$ cat config.mk
export PLATFORM = sky130hd
export DESIGN_NAME = dns_min_ttl_scanner_core
export DESIGN_NICKNAME = d
export VERILOG_FILES = /design/src/rtl/dmts_pkg.sv /design/src/rtl/dmts_front.sv /design/src/rtl/dmts_queue.sv /design/src/rtl/dmts_parser.sv /design/src/rtl/dns_min_ttl_scanner_core.sv
export SDC_FILE = /design/constraint.sdc
export NUM_CORES = 1
export LEC_CHECK = 0
export BUFFER_PORTS_ARGS = -buffer_cell sky130_fd_sc_hd__buf_2
export CELL_PAD_IN_SITES_DETAIL_PLACEMENT = 1
export CELL_PAD_IN_SITES_GLOBAL_PLACEMENT = 2
export CORE_MARGIN = 5
export CORE_UTILIZATION = 35
export CTS_CLUSTER_DIAMETER = 40
export DETAILED_ROUTE_END_ITERATION = 8
export GPL_TIMING_DRIVEN = 1
export PLACE_DENSITY = 0.79
export REMOVE_ABC_BUFFERS = 1
export SETUP_SLACK_MARGIN = 0.02
export SKIP_LAST_GASP = 1
export SYNTH_ARGS = -nofsm -noshare
export SYNTH_HDL_FRONTEND = slang
export SYNTH_HIERARCHICAL = 1
export SYNTH_SLANG_ARGS = --single-unit
$ cat constraint.sdc
create_clock -name clk -period 3.2 [get_ports clk]
set_input_delay 0.96 -clock clk [delete_from_list [all_inputs] [get_ports clk]]
set_output_delay 0.96 -clock clk [all_outputs]
set_load 0.02 [all_outputs]
$ cat src/rtl/dmts_pkg.sv
// ============================================================================
// DNS minimum TTL scanner package
// Item types, parser phase codes and sizing constants shared by the block.
// ============================================================================
`default_nettype none

package dmts_pkg;

    // One message byte as it arrives on the input channel.
    typedef struct packed {
        logic [7:0] byte_value;
        logic       last_byte;
    } dmts_in_t;

    // One result item.
    typedef struct packed {
        logic [31:0] min_ttl;
        logic [15:0] answers_taken;
    } dmts_out_t;

    // A byte after classification by the front part.
    typedef struct packed {
        logic [7:0] byte_value;
        logic       last_byte;
        logic       is_zero;
        logic       is_ptr;
    } dmts_cls_t;

    // Queue status seen by the front part and the back part.
    typedef struct packed {
        logic full;
        logic not_empty;
    } dmts_qstat_t;

    localparam int unsigned DMTS_QUEUE_DEPTH = 4;

    localparam logic [7:0]  PTR_MASK   = 8'hC0;
    localparam logic [3:0]  HEADER_LEN = 4'd12;
    localparam logic [3:0]  FIXED_LAST = 4'd9;   // index of the tenth fixed byte
    localparam logic [15:0] QTAIL_LEN  = 16'd4;
    localparam logic [31:0] ALL_ONES32 = 32'hFFFF_FFFF;

    // Header byte offsets of the question and answer counts.
    localparam logic [3:0] OFS_QD_HI = 4'd4;
    localparam logic [3:0] OFS_QD_LO = 4'd5;
    localparam logic [3:0] OFS_AN_HI = 4'd6;
    localparam logic [3:0] OFS_AN_LO = 4'd7;

    // Fixed answer field offsets.
    localparam logic [3:0] FLD_TTL_FIRST = 4'd4;
    localparam logic [3:0] FLD_TTL_LAST  = 4'd7;
    localparam logic [3:0] FLD_RDLEN_HI  = 4'd8;

    // Parser phases.
    localparam logic [3:0] PH_HEADER  = 4'd0;
    localparam logic [3:0] PH_Q_NAME  = 4'd1;
    localparam logic [3:0] PH_Q_LABEL = 4'd2;
    localparam logic [3:0] PH_Q_PTR   = 4'd3;
    localparam logic [3:0] PH_Q_TAIL  = 4'd4;
    localparam logic [3:0] PH_A_NAME  = 4'd5;
    localparam logic [3:0] PH_A_LABEL = 4'd6;
    localparam logic [3:0] PH_A_PTR   = 4'd7;
    localparam logic [3:0] PH_A_FIXED = 4'd8;
    localparam logic [3:0] PH_A_RDATA = 4'd9;
    localparam logic [3:0] PH_DONE    = 4'd10;

endpackage

`default_nettype wire

$ cat src/rtl/dmts_front.sv
// ============================================================================
// DNS minimum TTL scanner front part
// Accepts message bytes, classifies them and hands them to the queue.
// ============================================================================
`default_nettype none

module dmts_front
    import dmts_pkg::*;
(
    input  wire logic        clk,
    input  wire logic        rst_n,
    input  wire logic        byte_valid,
    output logic             byte_stall,
    input  wire dmts_in_t    byte_item,
    input  wire dmts_qstat_t qstat,
    output logic             push,
    output dmts_cls_t        push_item
);

    logic      stage_valid_reg;
    logic      stage_valid_next;
    dmts_cls_t stage_item_reg;
    logic      accept;

    assign push       = stage_valid_reg && !qstat.full;
    assign push_item  = stage_item_reg;
    // The stage can take a byte whenever it is empty or is moving on this cycle.
    assign byte_stall = stage_valid_reg && qstat.full;
    assign accept     = byte_valid && !byte_stall;

    always_comb
    begin
        stage_valid_next = stage_valid_reg;
        if (accept)
        begin
            stage_valid_next = 1'b1;
        end
        else if (push)
        begin
            stage_valid_next = 1'b0;
        end
    end

    always_ff @(posedge clk or negedge rst_n)
    begin
        if (!rst_n)
        begin
            stage_valid_reg <= 1'b0;
        end
        else
        begin
            stage_valid_reg <= stage_valid_next;
        end
    end

    always_ff @(posedge clk)
    begin
        if (accept)
        begin
            stage_item_reg.byte_value <= byte_item.byte_value;
            stage_item_reg.last_byte  <= byte_item.last_byte;
            stage_item_reg.is_zero    <= (byte_item.byte_value == 8'd0);
            stage_item_reg.is_ptr     <= ((byte_item.byte_value & PTR_MASK) == PTR_MASK);
        end
    end

endmodule

`default_nettype wire

$ cat src/rtl/dmts_queue.sv
// ============================================================================
// DNS minimum TTL scanner queue
// Short first-in first-out buffer between the front and back parts.
// ============================================================================
`default_nettype none

module dmts_queue
    import dmts_pkg::*;
#(
    parameter int unsigned DEPTH = DMTS_QUEUE_DEPTH
)
(
    input  wire logic      clk,
    input  wire logic      rst_n,
    input  wire logic      push,
    input  wire dmts_cls_t push_item,
    input  wire logic      pop,
    output dmts_cls_t      head_item,
    output dmts_qstat_t    qstat
);

    localparam int unsigned AW = (DEPTH > 1) ? $clog2(DEPTH) : 1;
    localparam int unsigned CW = $clog2(DEPTH + 1);
    localparam logic [AW-1:0] LAST_PTR = AW'(DEPTH - 1);
    localparam logic [CW-1:0] FULL_CNT = CW'(DEPTH);

    dmts_cls_t     mem [DEPTH];
    logic [AW-1:0] wr_ptr_reg;
    logic [AW-1:0] wr_ptr_next;
    logic [AW-1:0] rd_ptr_reg;
    logic [AW-1:0] rd_ptr_next;
    logic [CW-1:0] count_reg;
    logic [CW-1:0] count_next;

    assign head_item       = mem[rd_ptr_reg];
    assign qstat.full      = (count_reg == FULL_CNT);
    assign qstat.not_empty = (count_reg != '0);

    always_comb
    begin
        wr_ptr_next = wr_ptr_reg;
        rd_ptr_next = rd_ptr_reg;
        count_next  = count_reg;
        if (push)
        begin
            wr_ptr_next = (wr_ptr_reg == LAST_PTR) ? '0 : wr_ptr_reg + 1'b1;
        end
        if (pop)
        begin
            rd_ptr_next = (rd_ptr_reg == LAST_PTR) ? '0 : rd_ptr_reg + 1'b1;
        end
        if (push && !pop)
        begin
            count_next = count_reg + 1'b1;
        end
        else if (pop && !push)
        begin
            count_next = count_reg - 1'b1;
        end
    end

    always_ff @(posedge clk or negedge rst_n)
    begin
        if (!rst_n)
        begin
            wr_ptr_reg <= '0;
            rd_ptr_reg <= '0;
            count_reg  <= '0;
        end
        else
        begin
            wr_ptr_reg <= wr_ptr_next;
            rd_ptr_reg <= rd_ptr_next;
            count_reg  <= count_next;
        end
    end

    always_ff @(posedge clk)
    begin
        if (push)
        begin
            mem[wr_ptr_reg] <= push_item;
        end
    end

endmodule

`default_nettype wire

$ cat src/rtl/dmts_parser.sv
// ============================================================================
// DNS minimum TTL scanner back part
// Walks messages one byte per cycle when fed and unstalled; registers the result.
// ============================================================================
`default_nettype none

module dmts_parser
    import dmts_pkg::*;
(
    input  wire logic        clk,
    input  wire logic        rst_n,
    input  wire dmts_qstat_t qstat,
    input  wire dmts_cls_t   head_item,
    output logic             pop,
    output logic             result_valid,
    input  wire logic        result_stall,
    output dmts_out_t        result_item
);

    logic [3:0]  phase_reg,   phase_next;
    logic [3:0]  seen_reg,    seen_next;
    logic [15:0] qtotal_reg,  qtotal_next;
    logic [15:0] atotal_reg,  atotal_next;
    logic [15:0] left_reg,    left_next;
    logic [15:0] skip_reg,    skip_next;
    logic [3:0]  field_reg,   field_next;
    logic [31:0] ttl_reg,     ttl_next;
    logic [31:0] minimum_reg, minimum_next;
    logic [15:0] taken_reg,   taken_next;
    logic        out_valid_reg;
    logic        out_valid_next;
    dmts_out_t   out_item_reg;

    logic [7:0]  b;
    logic [3:0]  seen_inc;
    logic [15:0] skip_dec;
    logic [15:0] left_dec;
    logic [15:0] rdlen;
    logic        finish;

    assign b        = head_item.byte_value;
    assign seen_inc = seen_reg + 4'd1;
    assign skip_dec = skip_reg - 16'd1;
    assign left_dec = left_reg - 16'd1;
    assign rdlen    = {skip_reg[7:0], b};

    // A non-final byte never waits; the final one needs the result register free.
    assign pop    = qstat.not_empty &&
                    (!head_item.last_byte || !out_valid_reg || !result_stall);
    assign finish = pop && head_item.last_byte;

    assign result_valid = out_valid_reg;
    assign result_item  = out_item_reg;

    always_comb
    begin
        phase_next   = phase_reg;
        seen_next    = seen_reg;
        qtotal_next  = qtotal_reg;
        atotal_next  = atotal_reg;
        left_next    = left_reg;
        skip_next    = skip_reg;
        field_next   = field_reg;
        ttl_next     = ttl_reg;
        minimum_next = minimum_reg;
        taken_next   = taken_reg;

        if (pop)
        begin
            unique case (phase_reg)
                PH_HEADER:
                begin
                    if (seen_reg == OFS_QD_HI || seen_reg == OFS_QD_LO)
                    begin
                        qtotal_next = {qtotal_reg[7:0], b};
                    end
                    else if (seen_reg == OFS_AN_HI || seen_reg == OFS_AN_LO)
                    begin
                        atotal_next = {atotal_reg[7:0], b};
                    end
                    seen_next = seen_inc;
                    if (seen_inc == HEADER_LEN)
                    begin
                        if (atotal_next == 16'd0)
                        begin
                            phase_next = PH_DONE;
                        end
                        else if (qtotal_next != 16'd0)
                        begin
                            left_next  = qtotal_next;
                            phase_next = PH_Q_NAME;
                        end
                        else
                        begin
                            left_next  = atotal_next;
                            phase_next = PH_A_NAME;
                        end
                    end
                end
                PH_Q_NAME:
                begin
                    if (head_item.is_zero)
                    begin
                        skip_next  = QTAIL_LEN;
                        phase_next = PH_Q_TAIL;
                    end
                    else if (head_item.is_ptr)
                    begin
                        phase_next = PH_Q_PTR;
                    end
                    else
                    begin
                        skip_next  = {8'd0, b};
                        phase_next = PH_Q_LABEL;
                    end
                end
                PH_Q_LABEL:
                begin
                    skip_next = skip_dec;
                    if (skip_dec == 16'd0)
                    begin
                        phase_next = PH_Q_NAME;
                    end
                end
                PH_Q_PTR:
                begin
                    skip_next  = QTAIL_LEN;
                    phase_next = PH_Q_TAIL;
                end
                PH_Q_TAIL:
                begin
                    skip_next = skip_dec;
                    if (skip_dec == 16'd0)
                    begin
                        left_next = left_dec;
                        if (left_dec == 16'd0)
                        begin
                            left_next  = atotal_reg;
                            phase_next = (atotal_reg == 16'd0) ? PH_DONE : PH_A_NAME;
                        end
                        else
                        begin
                            phase_next = PH_Q_NAME;
                        end
                    end
                end
                PH_A_NAME:
                begin
                    if (head_item.is_zero)
                    begin
                        field_next = 4'd0;
                        phase_next = PH_A_FIXED;
                    end
                    else if (head_item.is_ptr)
                    begin
                        phase_next = PH_A_PTR;
                    end
                    else
                    begin
                        skip_next  = {8'd0, b};
                        phase_next = PH_A_LABEL;
                    end
                end
                PH_A_LABEL:
                begin
                    skip_next = skip_dec;
                    if (skip_dec == 16'd0)
                    begin
                        phase_next = PH_A_NAME;
                    end
                end
                PH_A_PTR:
                begin
                    field_next = 4'd0;
                    phase_next = PH_A_FIXED;
                end
                PH_A_FIXED:
                begin
                    if (field_reg >= FLD_TTL_FIRST && field_reg <= FLD_TTL_LAST)
                    begin
                        ttl_next = {ttl_reg[23:0], b};
                    end
                    else if (field_reg == FLD_RDLEN_HI)
                    begin
                        skip_next = {8'd0, b};
                    end
                    if (field_reg >= FIXED_LAST)
                    begin
                        // All ten fixed bytes are in: the TTL is final.
                        skip_next  = rdlen;
                        taken_next = taken_reg + 16'd1;
                        if (ttl_reg < minimum_reg)
                        begin
                            minimum_next = ttl_reg;
                        end
                        field_next = 4'd0;
                        if (rdlen == 16'd0)
                        begin
                            left_next  = left_dec;
                            phase_next = (left_dec == 16'd0) ? PH_DONE : PH_A_NAME;
                        end
                        else
                        begin
                            phase_next = PH_A_RDATA;
                        end
                    end
                    else
                    begin
                        field_next = field_reg + 4'd1;
                    end
                end
                PH_A_RDATA:
                begin
                    skip_next = skip_dec;
                    if (skip_dec == 16'd0)
                    begin
                        left_next  = left_dec;
                        phase_next = (left_dec == 16'd0) ? PH_DONE : PH_A_NAME;
                    end
                end
                default:
                begin
                    // Done or an unused code: the byte is ignored.
                end
            endcase
        end
    end

    always_comb
    begin
        out_valid_next = out_valid_reg;
        if (finish)
        begin
            out_valid_next = 1'b1;
        end
        else if (!result_stall)
        begin
            out_valid_next = 1'b0;
        end
    end

    always_ff @(posedge clk or negedge rst_n)
    begin
        if (!rst_n)
        begin
            phase_reg     <= PH_HEADER;
            seen_reg      <= '0;
            qtotal_reg    <= '0;
            atotal_reg    <= '0;
            left_reg      <= '0;
            skip_reg      <= '0;
            field_reg     <= '0;
            ttl_reg       <= '0;
            minimum_reg   <= ALL_ONES32;
            taken_reg     <= '0;
            out_valid_reg <= 1'b0;
        end
        else
        begin
            out_valid_reg <= out_valid_next;
            if (finish)
            begin
                // The message is over: start the next one from a clean state.
                phase_reg   <= PH_HEADER;
                seen_reg    <= '0;
                qtotal_reg  <= '0;
                atotal_reg  <= '0;
                left_reg    <= '0;
                skip_reg    <= '0;
                field_reg   <= '0;
                ttl_reg     <= '0;
                minimum_reg <= ALL_ONES32;
                taken_reg   <= '0;
            end
            else
            begin
                phase_reg   <= phase_next;
                seen_reg    <= seen_next;
                qtotal_reg  <= qtotal_next;
                atotal_reg  <= atotal_next;
                left_reg    <= left_next;
                skip_reg    <= skip_next;
                field_reg   <= field_next;
                ttl_reg     <= ttl_next;
                minimum_reg <= minimum_next;
                taken_reg   <= taken_next;
            end
        end
    end

    always_ff @(posedge clk)
    begin
        if (finish)
        begin
            out_item_reg.min_ttl       <= (minimum_next == ALL_ONES32) ? 32'd0 : minimum_next;
            out_item_reg.answers_taken <= taken_next;
        end
    end

endmodule

`default_nettype wire

$ cat src/rtl/dns_min_ttl_scanner_core.sv
// ============================================================================
// DNS minimum TTL scanner
// Reports the smallest answer TTL of a DNS message fed one byte per item.
// ============================================================================
//
// The block takes a DNS message one byte per item, in order from offset zero,
// with last_byte set on the final byte, and gives exactly one result item per
// message: the smallest TTL among the answer records and the number of answer
// records whose TTL was compared. It reads the question and answer counts from
// the 12-byte header, skips question names (label lengths, a two-byte pointer
// for any byte with both top bits set, a zero byte as the end) plus QTYPE and
// QCLASS, and for each answer skips the name, collects the ten fixed bytes and
// skips the record data. The minimum reads 0 when the header is short, when
// the answer count is zero, when no TTL was taken, or when it is all ones.
// Throughput is one byte per clock cycle, sustained, while the result side does not
// stall: every byte updates only small parser registers in the back part, which
// retires one queued byte per cycle. A byte accepted into the front stage is pushed
// into the queue and popped by the back part, and the result is registered when
// the final byte is popped. Only the final byte of a message can wait on a full
// result register; while it waits, the queue keeps taking input bytes until it
// fills.
//
`default_nettype none

module dns_min_ttl_scanner_core
    import dmts_pkg::*;
#(
    parameter int unsigned QUEUE_DEPTH = DMTS_QUEUE_DEPTH
)
(
    input  wire logic      clk,
    input  wire logic      rst_n,
    input  wire logic      byte_valid,
    output logic           byte_stall,
    input  wire dmts_in_t  byte_item,
    output logic           result_valid,
    input  wire logic      result_stall,
    output dmts_out_t      result_item
);

    dmts_qstat_t qstat;
    logic        push;
    dmts_cls_t   push_item;
    logic        pop;
    dmts_cls_t   head_item;

    // Front part: input stage that tags zero bytes and name pointers.
    dmts_front u_front
    (
        .clk        (clk),
        .rst_n      (rst_n),
        .byte_valid (byte_valid),
        .byte_stall (byte_stall),
        .byte_item  (byte_item),
        .qstat      (qstat),
        .push       (push),
        .push_item  (push_item)
    );

    // Queue that lets the front keep accepting while the result side stalls.
    dmts_queue
    #(
        .DEPTH (QUEUE_DEPTH)
    )
    u_queue
    (
        .clk       (clk),
        .rst_n     (rst_n),
        .push      (push),
        .push_item (push_item),
        .pop       (pop),
        .head_item (head_item),
        .qstat     (qstat)
    );

    // Back part: message walker and registered result.
    dmts_parser u_parser
    (
        .clk          (clk),
        .rst_n        (rst_n),
        .qstat        (qstat),
        .head_item    (head_item),
        .pop          (pop),
        .result_valid (result_valid),
        .result_stall (result_stall),
        .result_item  (result_item)
    );

endmodule

`default_nettype wire

==> flow_metrics.tcl <==
set metrics [dict create \
    synth-warning-count 6 \
    final-hold-violation-count 0 \
    synth_top_area_share 0.2212 \
    routed_wl_um 49570 \
    worst-endpoint-arrival_ns 3.46 \
    ys_seq_elements 268 \
    area_growth_from_synthesis_to_layout_pct 22.90 \
    irDropWorstVdd_mv 0.7031 \
    finalCriticalPeriod_ns 3.028 \
    fin_cells 2276 \
    setup_violations 0 \
    die_height_um 217.3 \
    detailed_place.area_sq_mm 0.01659 \
    detailedRoute.firstIterationViolations 930 \
    grt_pass1_wl_um 78900 \
    drcViolationCount 0 \
    final_antenna_net_count 0 \
    timing.critical_path.slowest_cell_delay_ns 0.86 \
    clock_skews_ns 0.02764 \
    total_leakage_power_nw 7.926 \
    drt-pass1-iter-count 5 \
    synthArstFlopShare 0.6157 \
    grt_usage 0.2065 \
    gr-total-overflow 0 \
    cts-hold-fix-buffers 0 \
    clock-sinks 268 \
    ctsLongestPathBuffers 3 \
    most-common-layout-cells "198 x sky130_fd_sc_hd__nand2_1, 182 x sky130_fd_sc_hd__nand3_1, 133 x sky130_fd_sc_hd__dfrtp_1" \
    tritoncts.num_buffers 53 \
    post_synth_main_area_contributors "sky130_fd_sc_hd__dfrtp_1 22%, sky130_fd_sc_hd__edfxtp_1 21%, sky130_fd_sc_hd__nand3_1 6.1%" \
    cp.required_ns 3.64 \
    highest_fanout_seen_on_the_critical_path 7 \
    tritoncts "done" \
    critical_path_cell_list "buf_4, buf_4, mux4_2, inv_1, a21oi_1, nor3_1, o21ai_0, o21ai_0, a221oi_1, o21ai_0" \
    grt_pass1_vias 13749 \
    die_w_um 217.3 \
    setup.worst_path.end_class "flop" \
    most_instantiated_flip_flop_cell_in_the_synthesis_netlist "sky130_fd_sc_hd__dfrtp_1" \
    netlist.top_cell.by_area "sky130_fd_sc_hd__dfrtp_1" \
    core_region_sq_mm 0.04279 \
    num-fill-cells 4820 \
    mostFrequentLayoutCell "sky130_fd_sc_hd__nand2_1" \
    per_cell_via_count_in_the_routed_design 5.773 \
    cell_rows 76 \
    num_antenna_cells 0 \
    outcome "finished clean" \
    initial_antenna_violation_count 0 \
    post-route-util 0.4322 \
    power.density_cell_area_mw_per_mm2 937.4 \
    criticalPathCategory "reg -> reg" \
    htree_levels 2 \
    initial_core_util 0.3516 \
    place_inst 2176 \
    average_routed_wire_per_standard_cell_um 21.78 \
    io_buffer_count 62 \
    worst_hold_slack_ns 0.3923 \
    final_max_tran_viols 0 \
    post_synth_instance_area_sq_mm 0.01505 \
    worst_skew_pair_latency_ns 0.59 \
    power_mw 17.33 \
    largest_reg_flops 48 \
    maximum_number_of_pins_on_one_net_before_global_route_repair 87 \
    design_area_sq_mm 0.01849 \
    setup.worst_path.start_class "flop" \
    gp_congestion 0.8399 \
    vias 13139 \
    place.detailed.hpwl_um 32980 \
    layout-drive-gt1-share 0.2121 \
    most_numerous_cell_on_the_critical_path "sky130_fd_sc_hd__o21ai_0" \
    rsz0062_at_grt "yes" \
    design.portCount 63 \
    postSynthCellCount 1560 \
    fp.dieArea_sq_mm 0.04724 \
    cts_root_buf "sky130_fd_sc_hd__clkbuf_16" \
    holdCritPathClass "in -> async" \
    synth_area_per_cell_sq_um 9.645 \
    achievable-frequency_mhz 330.3 \
    synth.distinct_cells 84 \
    yosysSeqAreaShare 0.4826 \
    timing_worst_slew_pin_value_ns 1.098 \
    min_period_over_period 0.9462 \
    num-nets-final 1749 \
    critical_path.slowest_cell "sky130_fd_sc_hd__o21ai_0" \
    timing.max_cap.violations 0 \
    path_clk_slew_ns 0.05 \
    timing.max_slew.rel_slack 0.2600 \
    synth-edff-count 103 \
]
[per-stage QoR]
step | setup WS, ns | setup TNS (ns)
6_report | 0.1721 | 0
5_1_grt | -0.02463 | -0.03757
4_1_cts | 0.05196 | 0
3_5_place_dp | 0.04658 | 0
3_3_place_gp | 0.1614 | 0
2_1_floorplan | -3.442 | -400.23
[layout make-up]
| class | instances | area (sq um) | area share |
|---|---|---|---|
| Clock buffer | 64 | 1450 | 0.07842 |
| Inverter | 57 | 216.5 | 0.01171 |
| Tap cell | 546 | 683.2 | 0.03694 |
| Sequential cell | 268 | 7262 | 0.3927 |
| Multi-Input combinational cell | 1124 | 7193 | 0.3890 |
| Timing Repair Buffer | 182 | 1310 | 0.07084 |
| Clock inverter | 35 | 377.9 | 0.02043 |
[power breakdown]
| group | switching [mW] | internal [mW] |
|---|---|---|
| sequential | 0.447 | 4.37 |
| combinational | 4.50 | 2.39 |
| clock | 2.02 | 3.61 |
[worst paths after layout]
kind                                        from  slack [ns]                     to  cells past startpoint
setup / recovery           u_queue/rd_ptr_reg[0]        0.17   u_parser/skip_reg[9]                     10
hold / removal                             rst_n        0.39   u_parser/skip_reg[6]                      1
setup reg to reg           u_queue/rd_ptr_reg[0]        0.17   u_parser/skip_reg[9]                     10
hold reg to reg             u_queue/count_reg[2]        0.49   u_queue/count_reg[2]                      1
max in group asynchronous                  rst_n        1.92  u_parser/left_reg[10]                      2
min in group clk            u_queue/count_reg[2]        0.49   u_queue/count_reg[2]                      1
[cells in the mapped netlist, drive strengths merged (18+ instances only)]
cell type / n
ha: 49
o2111ai: 35
o21ai: 95
nand4: 36
a22o: 28
a21o: 18
and2: 28
nand2: 199
clkbuf: 89
dfrtp: 133
nor2: 85
a21oi: 73
xnor2: 19
dfstp: 32
edfxtp: 103
nor3: 26
buf: 22
nor4: 23
nand3: 183
inv: 56
o31ai: 20
[cell families after synthesis]
family | count (synthesis) | synth area share
buffers and inverters | 168 | 0.04507
AO/OA/AOI/OAI | 361 | 0.1664
flip-flops | 268 | 0.4826
multiplexers | 32 | 0.03151
AND/OR/NAND/NOR | 646 | 0.2120
adder cells (fa/ha/maj) | 50 | 0.04208
XOR/XNOR | 35 | 0.02037
[worst max-delay path, delay by kind of cell, from the launching register on]
kind	cells	cell delay, ns
AOI/OAI and AO/OA	5	1.65
muxes	1	0.34
DFF	1	0.40
buffers and inverters	3	0.41
and+or+nand+nor	1	0.07
[routing by layer]
metal  routed length, um  track usage  vias to the layer above
li1                    -            -                     6066
met1               21850       0.2750                     6685
met2               24420       0.3494                      300
met3                2109      0.03019                       88
met4                1191      0.06488                        0
met5                   0            0                        -
[repair_timing]
item / 4_1_cts / 5_1_grt
gates resized for setup: 0 / 12
endpoints found under the setup margin: 0 / 49
setup buffers: 0 / 0
No activity file was read; power rests on OpenSTA's default activity.
